<file path="src/sv/htfd_pkg.sv">
`timescale 1ns / 1ps

package htfd_pkg;

  localparam int unsigned BYTE_W  = 8;
  localparam int unsigned WORD_W  = 16;
  localparam int unsigned TEMP_W  = 9;
  localparam int unsigned HUM_W   = 7;

  localparam logic [BYTE_W-1:0] CRC_POLY   = 8'h31;
  localparam logic [BYTE_W-1:0] CRC_INIT   = 8'hFF;
  localparam logic [BYTE_W-1:0] T_SCALE    = 8'd175;
  localparam logic [HUM_W-1:0]  H_SCALE    = 7'd100;
  localparam logic signed [TEMP_W-1:0] T_OFFSET = 9'sd45;

  // Position of the next expected byte in the reply frame
  typedef enum logic [2:0] {
    POS_T_HI  = 3'd0,
    POS_T_LO  = 3'd1,
    POS_T_CRC = 3'd2,
    POS_H_HI  = 3'd3,
    POS_H_LO  = 3'd4,
    POS_H_CRC = 3'd5
  } pos_e;

  typedef enum logic [1:0] {
    ST_OK       = 2'd0,
    ST_TEMP_CRC = 2'd1,
    ST_HUM_CRC  = 2'd2,
    ST_BUS_ERR  = 2'd3
  } status_e;

  // Bytewise CRC-8, MSB first
  function automatic logic [BYTE_W-1:0] crc8_update(input logic [BYTE_W-1:0] crc,
                                                    input logic [BYTE_W-1:0] b);
    logic [BYTE_W-1:0] c;
    c = crc ^ b;
    for (int k = 0; k < BYTE_W; k++) begin
      if (c[BYTE_W-1]) begin
        c = {c[BYTE_W-2:0], 1'b0} ^ CRC_POLY;
      end else begin
        c = {c[BYTE_W-2:0], 1'b0};
      end
    end
    return c;
  endfunction

endpackage

</file>
<file path="src/sv/htfd_in_if.sv">
`timescale 1ns / 1ps

interface htfd_in_if import htfd_pkg::*; ();
  logic              valid;
  logic              ready;
  logic [BYTE_W-1:0] rx_byte;
  logic              bus_error;

  modport source (output valid, output rx_byte, output bus_error, input ready);
  modport sink   (input valid, input rx_byte, input bus_error, output ready);
endinterface

</file>
<file path="src/sv/htfd_out_if.sv">
`timescale 1ns / 1ps

interface htfd_out_if import htfd_pkg::*; ();
  logic                     valid;
  logic                     ready;
  logic signed [TEMP_W-1:0] temperature_c;
  logic [HUM_W-1:0]         humidity_pct;
  status_e                  status;

  modport source (output valid, output temperature_c, output humidity_pct,
                  output status, input ready);
  modport sink   (input valid, input temperature_c, input humidity_pct,
                  input status, output ready);
endinterface

</file>
<file path="src/sv/htfd_scale.sv">
`timescale 1ns / 1ps

module htfd_scale import htfd_pkg::*; (
  input  logic [WORD_W-1:0]        temp_word_i,
  input  logic [WORD_W-1:0]        hum_word_i,
  output logic signed [TEMP_W-1:0] temperature_c_o,
  output logic [HUM_W-1:0]         humidity_pct_o
);

  localparam int unsigned TPROD_W = WORD_W + BYTE_W;
  localparam int unsigned HPROD_W = WORD_W + HUM_W;

  logic [TPROD_W-1:0] temp_prod;
  logic [HPROD_W-1:0] hum_prod;
  logic [BYTE_W-1:0]  temp_deg;

  // Keep the integer part of raw * scale / 2^16
  assign temp_prod = TPROD_W'(temp_word_i) * TPROD_W'(T_SCALE);
  assign hum_prod  = HPROD_W'(hum_word_i) * HPROD_W'(H_SCALE);
  assign temp_deg  = temp_prod[TPROD_W-1:WORD_W];

  assign temperature_c_o = $signed({1'b0, temp_deg}) - T_OFFSET;
  assign humidity_pct_o  = hum_prod[HPROD_W-1:WORD_W];

endmodule

</file>
<file path="src/sv/humidity_temp_frame_decoder.sv">
`timescale 1ns / 1ps
// Result: a result item is valid in the cycle after the sixth byte of a frame (or any
//   byte flagged with a bus error) is accepted; other bytes give no result.
// Throughput: one byte item per cycle; a held result stalls input only if the sink
//   is not ready, since the result register is refilled in the cycle it drains.
// Reset: rst_ni low clears the frame position, loads the CRC with 0xFF, clears
//   the stored words and the temperature check flag, and empties the result register.

module humidity_temp_frame_decoder import htfd_pkg::*; (
  input  logic clk_i,
  input  logic rst_ni,
  htfd_in_if.sink    in_i,
  htfd_out_if.source out_o
);

  // Frame state
  pos_e              pos_q, pos_d;
  logic [BYTE_W-1:0] crc_q, crc_d;
  logic [WORD_W-1:0] temp_word_q, temp_word_d;
  logic [WORD_W-1:0] hum_word_q, hum_word_d;
  logic              temp_ok_q, temp_ok_d;

  // Result register
  logic                     out_valid_q;
  logic signed [TEMP_W-1:0] out_temp_q, out_temp_d;
  logic [HUM_W-1:0]         out_hum_q, out_hum_d;
  status_e                  out_status_q, out_status_d;
  logic                     emit_d;

  logic                     in_fire;
  logic [BYTE_W-1:0]        crc_base;
  logic [BYTE_W-1:0]        crc_next;
  logic signed [TEMP_W-1:0] scaled_temp;
  logic [HUM_W-1:0]         scaled_hum;

  // Take a new item whenever the result register is empty or drains this cycle
  assign in_i.ready = !out_valid_q || out_o.ready;
  assign in_fire    = in_i.valid && in_i.ready;

  // A frame's first byte starts from the CRC seed; unused positions count as first
  assign crc_base = (pos_q == POS_T_LO || pos_q == POS_H_HI || pos_q == POS_H_LO) ?
                    crc_q : CRC_INIT;
  assign crc_next = crc8_update(crc_base, in_i.rx_byte);

  htfd_scale u_scale (
    .temp_word_i     (temp_word_q),
    .hum_word_i      (hum_word_q),
    .temperature_c_o (scaled_temp),
    .humidity_pct_o  (scaled_hum)
  );

  // Next frame position
  always_comb begin
    if (in_i.bus_error) begin
      pos_d = POS_T_HI;
    end else begin
      case (pos_q)
        POS_T_HI:  pos_d = POS_T_LO;
        POS_T_LO:  pos_d = POS_T_CRC;
        POS_T_CRC: pos_d = POS_H_HI;
        POS_H_HI:  pos_d = POS_H_LO;
        POS_H_LO:  pos_d = POS_H_CRC;
        POS_H_CRC: pos_d = POS_T_HI;
        default:   pos_d = POS_T_LO;
      endcase
    end
  end

  // Datapath and result for the byte at the input
  always_comb begin
    crc_d        = crc_q;
    temp_word_d  = temp_word_q;
    hum_word_d   = hum_word_q;
    temp_ok_d    = temp_ok_q;
    emit_d       = 1'b0;
    out_temp_d   = '0;
    out_hum_d    = '0;
    out_status_d = ST_OK;
    if (in_i.bus_error) begin
      // Abort the frame and report at once
      crc_d        = CRC_INIT;
      emit_d       = 1'b1;
      out_status_d = ST_BUS_ERR;
    end else begin
      case (pos_q)
        POS_T_LO: begin
          crc_d       = crc_next;
          temp_word_d = {temp_word_q[WORD_W-1:BYTE_W], in_i.rx_byte};
        end
        POS_T_CRC: begin
          temp_ok_d = (crc_q == in_i.rx_byte);
          crc_d     = CRC_INIT;
        end
        POS_H_HI: begin
          crc_d      = crc_next;
          hum_word_d = {in_i.rx_byte, {BYTE_W{1'b0}}};
        end
        POS_H_LO: begin
          crc_d      = crc_next;
          hum_word_d = {hum_word_q[WORD_W-1:BYTE_W], in_i.rx_byte};
        end
        POS_H_CRC: begin
          // Temperature check wins when both words fail
          crc_d  = CRC_INIT;
          emit_d = 1'b1;
          if (!temp_ok_q) begin
            out_status_d = ST_TEMP_CRC;
          end else if (crc_q != in_i.rx_byte) begin
            out_status_d = ST_HUM_CRC;
          end else begin
            out_temp_d = scaled_temp;
            out_hum_d  = scaled_hum;
          end
        end
        default: begin
          crc_d       = crc_next;
          temp_word_d = {in_i.rx_byte, {BYTE_W{1'b0}}};
        end
      endcase
    end
  end

  always_ff @(posedge clk_i or negedge rst_ni) begin
    if (!rst_ni) begin
      pos_q       <= POS_T_HI;
      crc_q       <= CRC_INIT;
      temp_word_q <= '0;
      hum_word_q  <= '0;
      temp_ok_q   <= 1'b0;
    end else if (in_fire) begin
      pos_q       <= pos_d;
      crc_q       <= crc_d;
      temp_word_q <= temp_word_d;
      hum_word_q  <= hum_word_d;
      temp_ok_q   <= temp_ok_d;
    end
  end

  // Result valid: load on accept, drop when taken
  always_ff @(posedge clk_i or negedge rst_ni) begin
    if (!rst_ni) begin
      out_valid_q <= 1'b0;
    end else if (in_fire) begin
      out_valid_q <= emit_d;
    end else if (out_o.ready) begin
      out_valid_q <= 1'b0;
    end
  end

  // Result payload: hold until the next emitting item
  always_ff @(posedge clk_i) begin
    if (in_fire && emit_d) begin
      out_temp_q   <= out_temp_d;
      out_hum_q    <= out_hum_d;
      out_status_q <= out_status_d;
    end
  end

  assign out_o.valid         = out_valid_q;
  assign out_o.temperature_c = out_temp_q;
  assign out_o.humidity_pct  = out_hum_q;
  assign out_o.status        = out_status_q;

  // A failed frame carries zero readings
  a_fail_zero: assert property (@(posedge clk_i) disable iff (!rst_ni)
    out_valid_q && out_status_q != ST_OK |-> out_temp_q == '0 && out_hum_q == '0)
    else $error("failed frame result carries nonzero readings");

  // A good frame stays within the sensor's scaled range
  a_ok_range: assert property (@(posedge clk_i) disable iff (!rst_ni)
    out_valid_q && out_status_q == ST_OK |->
      out_temp_q >= -T_OFFSET && out_hum_q < H_SCALE)
    else $error("scaled reading out of range");

  // A bus error restarts the frame
  a_err_restart: assert property (@(posedge clk_i) disable iff (!rst_ni)
    in_fire && in_i.bus_error |=> pos_q == POS_T_HI && crc_q == CRC_INIT)
    else $error("bus error did not restart the frame");

  // A result appears only after an accepted item
  a_rise_after_fire: assert property (@(posedge clk_i) disable iff (!rst_ni)
    $rose(out_valid_q) |-> $past(in_fire))
    else $error("result appeared without an accepted item");

  // Mid-frame bytes without error produce no result
  a_quiet_mid: assert property (@(posedge clk_i) disable iff (!rst_ni)
    in_fire && !in_i.bus_error && pos_q != POS_H_CRC |=> !out_valid_q)
    else $error("result emitted mid-frame");

endmodule

</file>
<file path="src/flat_wrapper.sv">
// flat-port wrapper written by rule: the top's interface ports become plain ports
module humidity_temp_frame_decoder_flat import htfd_pkg::*;
  (clk_i, rst_ni, in_i_valid, in_i_rx_byte, in_i_bus_error, in_i_ready, out_o_valid, out_o_temperature_c, out_o_humidity_pct, out_o_status, out_o_ready);
  htfd_in_if in_i_i ();
  htfd_out_if out_o_i ();
  input  logic clk_i;
  input  logic rst_ni;
  input wire logic [$bits(in_i_i.valid)-1:0] in_i_valid;
  input wire logic [$bits(in_i_i.rx_byte)-1:0] in_i_rx_byte;
  input wire logic [$bits(in_i_i.bus_error)-1:0] in_i_bus_error;
  output wire logic [$bits(in_i_i.ready)-1:0] in_i_ready;
  output wire logic [$bits(out_o_i.valid)-1:0] out_o_valid;
  output wire logic [$bits(out_o_i.temperature_c)-1:0] out_o_temperature_c;
  output wire logic [$bits(out_o_i.humidity_pct)-1:0] out_o_humidity_pct;
  output wire logic [$bits(out_o_i.status)-1:0] out_o_status;
  input wire logic [$bits(out_o_i.ready)-1:0] out_o_ready;
  assign in_i_i.valid = in_i_valid;
  assign in_i_i.rx_byte = in_i_rx_byte;
  assign in_i_i.bus_error = in_i_bus_error;
  assign in_i_ready = in_i_i.ready;
  assign out_o_valid = out_o_i.valid;
  assign out_o_temperature_c = out_o_i.temperature_c;
  assign out_o_humidity_pct = out_o_i.humidity_pct;
  assign out_o_status = out_o_i.status;
  assign out_o_i.ready = out_o_ready;
  humidity_temp_frame_decoder u_core (.clk_i(clk_i), .rst_ni(rst_ni), .in_i(in_i_i), .out_o(out_o_i));
endmodule
</file>
<file path="config.mk">
export PLATFORM = sky130hd
export DESIGN_NAME = humidity_temp_frame_decoder_flat
export DESIGN_NICKNAME = d
export VERILOG_FILES = /design/src/sv/htfd_pkg.sv /design/src/sv/htfd_in_if.sv /design/src/sv/htfd_out_if.sv /design/src/sv/htfd_scale.sv /design/src/sv/humidity_temp_frame_decoder.sv /design/src/flat_wrapper.sv
export SDC_FILE = /design/constraint.sdc
export NUM_CORES = 1
export LEC_CHECK = 0
export ABC_AREA = 1
export BUFFER_PORTS_ARGS = -buffer_cell sky130_fd_sc_hd__buf_4
export CORE_UTILIZATION = 30
export CTS_CLUSTER_SIZE = 25
export DETAILED_ROUTE_END_ITERATION = 8
export HOLD_SLACK_MARGIN = 0.06
export PLACE_DENSITY = 0.42
export SLEW_MARGIN = 20
export SYNTH_ARGS = -nofsm -noshare
export SYNTH_HDL_FRONTEND = slang
export SYNTH_SLANG_ARGS = --single-unit
</file>
<file path="constraint.sdc">
create_clock -name clk_i -period 5.49 [get_ports clk_i]
set_clock_uncertainty 0.15 [all_clocks]
set_input_delay 0 -clock clk_i [delete_from_list [all_inputs] [get_ports clk_i]]
set_output_delay 0 -clock clk_i [all_outputs]
set_load 0.005 [all_outputs]
</file>
Word-level counts from Yosys, hierarchy flattened --
Cells that the tools add are included.
Word-level totals: output and inout bits 20, bits of input ports 13, logic and storage cells 74, register bits 63
Operators by class: add/sub/neg operators 1, reductions and logical operators 16, $mul 2, bitwise gates (word level) 15, equality and inequality tests 7, multiplexer cells 22
Operators with widths (count):
- 16-bit one-hot mux with 2 select lines | 2
- 6-bit 2-to-1 mux | 8
- 16-bit by 8-bit multiplier with 24-bit output, second input constant | 1
- 8-bit 2-to-1 mux | 3
- 3-bit inverter | 8
- 16-bit by 5-bit multiplier with 21-bit output, second input constant | 1
- 3-bit one-hot mux with 5 select lines | 1
- 3-bit AND reduction | 3
- 8-bit by 6-bit subtractor with 9-bit output, second input constant | 1
- 8-bit == test | 1
- 8-bit inequality test | 1
- 4-bit AND reduction | 2
- 4-bit OR reduction | 2
- 8-bit bitwise XOR | 1
- 3-bit by 2-bit == test with 1-bit output, second input constant | 2
- 3-bit == test, second input constant | 2
- 2-bit 2-to-1 mux | 3
- 1-bit inverter | 6
- 1-bit 2-to-1 mux | 4
- 2-bit nonzero test | 2
- 3-bit by 1-bit == test with 1-bit output, second input constant | 1
- 1-bit logical OR | 3
- 3-bit 2-to-1 mux | 1
- 1-bit logical AND | 2
- 2 further kinds | 2

Logic depth before layout (Yosys ltp) --
word-level depth 23, mapped depth 27, depth with buffers taken out 27

By module --
A second synthesis with hierarchy kept.
Second synthesis, totals: cells, all modules 957, area total of the unflattened synthesis 7552.2 µm²
Modules (own cells, without submodules):
- htfd_scale | sequential area each 0.0 µm², cells an instance 620, instances 1, area each 4571.9 µm²
- humidity_temp_frame_decoder | sequential area each 1676.6 µm², cells an instance 337, instances 1, area each 2980.4 µm²

Worst setup path after synthesis --
OpenSTA, ideal clock, no wires.
path kind register to register, from reg u_core.temp_word_q[5], to reg u_core.out_temp_q[6], in the netlist u_core.out_o.temperature_c[6], data pin, cell stages (with the launch flop) 23, setup time 259 ps, slack 1063 ps, data required time 5081 ps, buffers on the path 0, data arrival time 4017 ps, period minus slack after synthesis 4427 ps, cell sequence dfrtp_1 ha_1 fa_1 fa_1 inv_1 fa_1 inv_1 ha_1 nand2_1 inv_1 a21oi_1 nor2_1 nor2_1 nand2_1 nand2_1 nand2_1 ha_1 nor2_1 nand2_1 nand2_1 nand2_1 nand2_1 a21oi_1
On the way: word-level cells in the longest chain between the ends 2
Ends and longest elaborated chain:
- start, declared | line humidity_temp_frame_decoder.sv:19 | logic [WORD_W-1:0] temp_word_q, temp_word_d;
- start signal, assigned | line humidity_temp_frame_decoder.sv:133 | temp_word_q <= temp_word_d;
- 16-bit by 8-bit multiplier with 24-bit output | line htfd_scale.sv:18 | assign temp_prod = TPROD_W'(temp_word_i) * TPROD_W'(T_SCALE);
- 8-bit by 6-bit subtractor with 9-bit output | line htfd_scale.sv:22 | assign temperature_c_o = $signed({1'b0, temp_deg}) - T_OFFSET;
- end signal, assigned | line humidity_temp_frame_decoder.sv:153 | out_temp_q <= out_temp_d;
- end, declared | line humidity_temp_frame_decoder.sv:25 | logic signed [TEMP_W-1:0] out_temp_q, out_temp_d;
Every way passes these cells. A chain may end at the register's enable or synchronous reset.

Final worst setup path --
from reg u_core.temp_word_q[9], to reg u_core.out_temp_q[6], in the netlist u_core.out_o.temperature_c[6], data pin
The elaborated chain is that of the path after synthesis.

==> results.sh <==
export IMPL_cts_tree="built"
export IMPL_dpl_hpwl_um=14050
export IMPL_die_h_um=158.4
export IMPL_drv_cap=0
export IMPL_grt_antenna_before_repair=0
export IMPL_postCtsSetupBuffers=0
export IMPL_cp_arrival_ps=4840
export IMPL_hold_path_class="primary input to async pin"
export IMPL_syn_nets=1090
export IMPL_h_tree_depth=3
export IMPL_port_buffer_count=32
export IMPL_start_util_pct=30.89
export IMPL_cts_sinks=63
export IMPL_path_clk_slew_ps=60
export IMPL_synthesis_instances=898
export IMPL_clkLatencyLatePin_ps=340
export IMPL_drtIter0Drc=175
export IMPL_ant_nets=0
export IMPL_clk_path_buf_depth=2
export IMPL_syn2layout_area_growth_pct=14.17
export IMPL_globalRoute_totalOverflow=0
export IMPL_cp_max_fo=7
export IMPL_synth_most_common_cell="inv_1"
export IMPL_wl_um=16800
export IMPL_ys_seq_area_share_pct=22.85
export IMPL_cts_resized=0
export IMPL_core_area_um2=23750
export IMPL_async_reset_ff_share_pct=71.43
export IMPL_synth_edff_count=18
export IMPL_critPathLaunchType="register"
export IMPL_synthFlopType="dfrtp_1"
export IMPL_reg2reg_depth=20
export IMPL_numCtsBuffers=9
export IMPL_max_freq_ghz=0.2036
export IMPL_tightestPinTransition_ps=929.2
export IMPL_path_class="register to register"
export IMPL_cts_root_buf="clkbuf_16"
export IMPL_finalCriticalPeriod_ps=4911
export IMPL_max_slew_margin_rel_pct=37.78
export IMPL_ys_warn_count=0
export IMPL_finalSetupViolCount=0
export IMPL_vias_per_cell=4.446
export IMPL_num_vias=5669
export IMPL_boundaryPins=33
export IMPL_cp_end_kind="register"
export IMPL_status="finished clean"
export IMPL_synth_top_cell_by_area="ha_1"
export IMPL_drc_errors=0
export IMPL_gr_usage_all_layers_pct=14.98
export IMPL_wl_per_cell_um=13.17
export IMPL_dr_pass1_iters=4
export IMPL_yosys_register_bits=63
export IMPL_dieArea_um2=25090
export IMPL_place_congestion=0.7904
export IMPL_synthTopCellsByArea="ha_1 (20%), fa_1 (17%), dfrtp_1 (13%)"
export IMPL_grt_pass1_vias=5936
export IMPL_synth_common_cells="inv_1 (202), nand2_1 (179), ha_1 (117)"
export IMPL_drv_slew=0
export IMPL_drive_above_1_share_pct=8.054
export IMPL_synth_top_cell_area_share_pct=19.95
export IMPL_grt_start_max_net_pins=46
export IMPL_n_antenna_cell=0
export IMPL_grt_pass1_wl_um=29210
export IMPL_syn_area_per_cell_um2=8.170
export IMPL_holdWs_ps=63.13
export IMPL_finalSetupTns_ps=0
export IMPL_nNetsFinal=1143
export IMPL_hold_viol_final=0
export IMPL_die_w_um=158.4
export IMPL_period_share_pct=89.44
export IMPL_synth_distinct_cells=43
export IMPL_cp_required_ps=5410
export IMPL_fp_row_count=56
export IMPL_grt_setup_unrepaired="no"
export IMPL_syn_cell_area_um2=7337
==> cell usage in the layout, fill, tap and decap left out, drive strengths merged, types with 2 or more instances in the layout <==
master       instances
inv                208
nand2              184
ha                 117
fa                  62
nor2                57
a21oi               53
o21ai               48
nand3               38
dfrtp               37
buf                 34
edfxtp              18
xor2                13
dlygate4sd3         11
clkbuf              11
nor3                 8
nand4                8
dfstp                8
o22ai                6
nand3b               4
o21a                 4
xnor2                4
o21bai               3
clkinv               3
a21o                 2
a211oi               2
or2                  2
nor4                 2
==> path summary, 6_finish.rpt <==
kind	start	to	slack (ps)
max	u_core.temp_word_q[9]	u_core.out_o.temperature_c[6]	580
min	rst_ni	u_core.hum_word_q[0]	60
max reg2reg	u_core.temp_word_q[9]	u_core.out_o.temperature_c[6]	580
min reg2reg	u_core.out_o.valid	u_core.out_o.valid	390
max in group asynchronous	rst_ni	u_core.temp_word_q[12]	4720
min in group clk_i	in_i_valid	u_core.crc_q[7]	110
==> metal layers <==
layer / track usage [%] / vias up / wire length, um / part of all wire [%]
met3: 2.150 / 10 / 331 / 2.0
met4: 3.388 / 0 / 186 / 1.1
met5: 0 / - / 0 / 0
met1: 20.09 / 2653 / 8447 / 50
li1: - / 2964 / - / -
met2: 25.38 / 42 / 7830 / 47
==> per-stage QoR <==
step	cells	cell area, um2	utilization [%]	setup WS [ps]
finish	1275	8377	35.27	579.5
global route	1275	8377	35.27	205.5
CTS	1275	8377	35.27	555.4
detailed placement	1248	7983	33.61	587.8
global placement	1248	7983	33.61	548.7
floorplan	898	7337	-	1063
==> cells by family after synthesis <==
| group | Yosys count | share of synthesized area, % |
|---|---|---|
| buffers and inverters | 210 | 10.74 |
| flip-flops | 63 | 22.85 |
| XOR/XNOR | 17 | 2.490 |
| AO/OA/AOI/OAI | 122 | 9.072 |
| adder cells (fa/ha/maj) | 179 | 36.87 |
| AND/OR/NAND/NOR | 307 | 17.97 |
==> flip-flops by register name (all words and copies together), names as in the netlist <==
signal / flops
u_core.pos_q: 3
u_core.out_o.humidity_pct: 7
u_core.out_o.valid: 1
u_core.out_o.status: 2
u_core.temp_ok_q: 1
u_core.hum_word_q: 16
u_core.crc_q: 8
u_core.temp_word_q: 16
u_core.out_o.temperature_c: 9
==> worst max-delay path: stages, from the launching register on <==
cell     delay, ps
dfrtp_1        520
ha_1           380
fa_1           530
fa_1           540
inv_1           50
fa_1           530
inv_1           40
ha_1           360
a21oi_1        190
o21ai_0        100
a21oi_1        210
nand2_1        120
nand2_1         70
nand2_1         80
ha_1           230
nor2_1         150
nand2_1         80
nand2_1        110
nand2_1         60
nand2_1         70
a21oi_1         60
==> cell type report <==
class	instances	area (um2)
clock buffer	11	254.0
clock inverter	5	30.03
fill	2505	15380
inverter	207	777.0
multi-input combinational	625	4875
sequential	63	1677
tap	319	399.1
timing repair buffer	45	365.4
==> repair_timing <==
item | 4_1_cts | 5_1_grt
hold endpoints to repair | 83 | 0
hold buffers | 11 | 0
endpoints found under the setup margin | 0 | 0
Power is not shown: default switching activity piles up to over one toggle a cycle in this logic, so the estimate is an artifact.
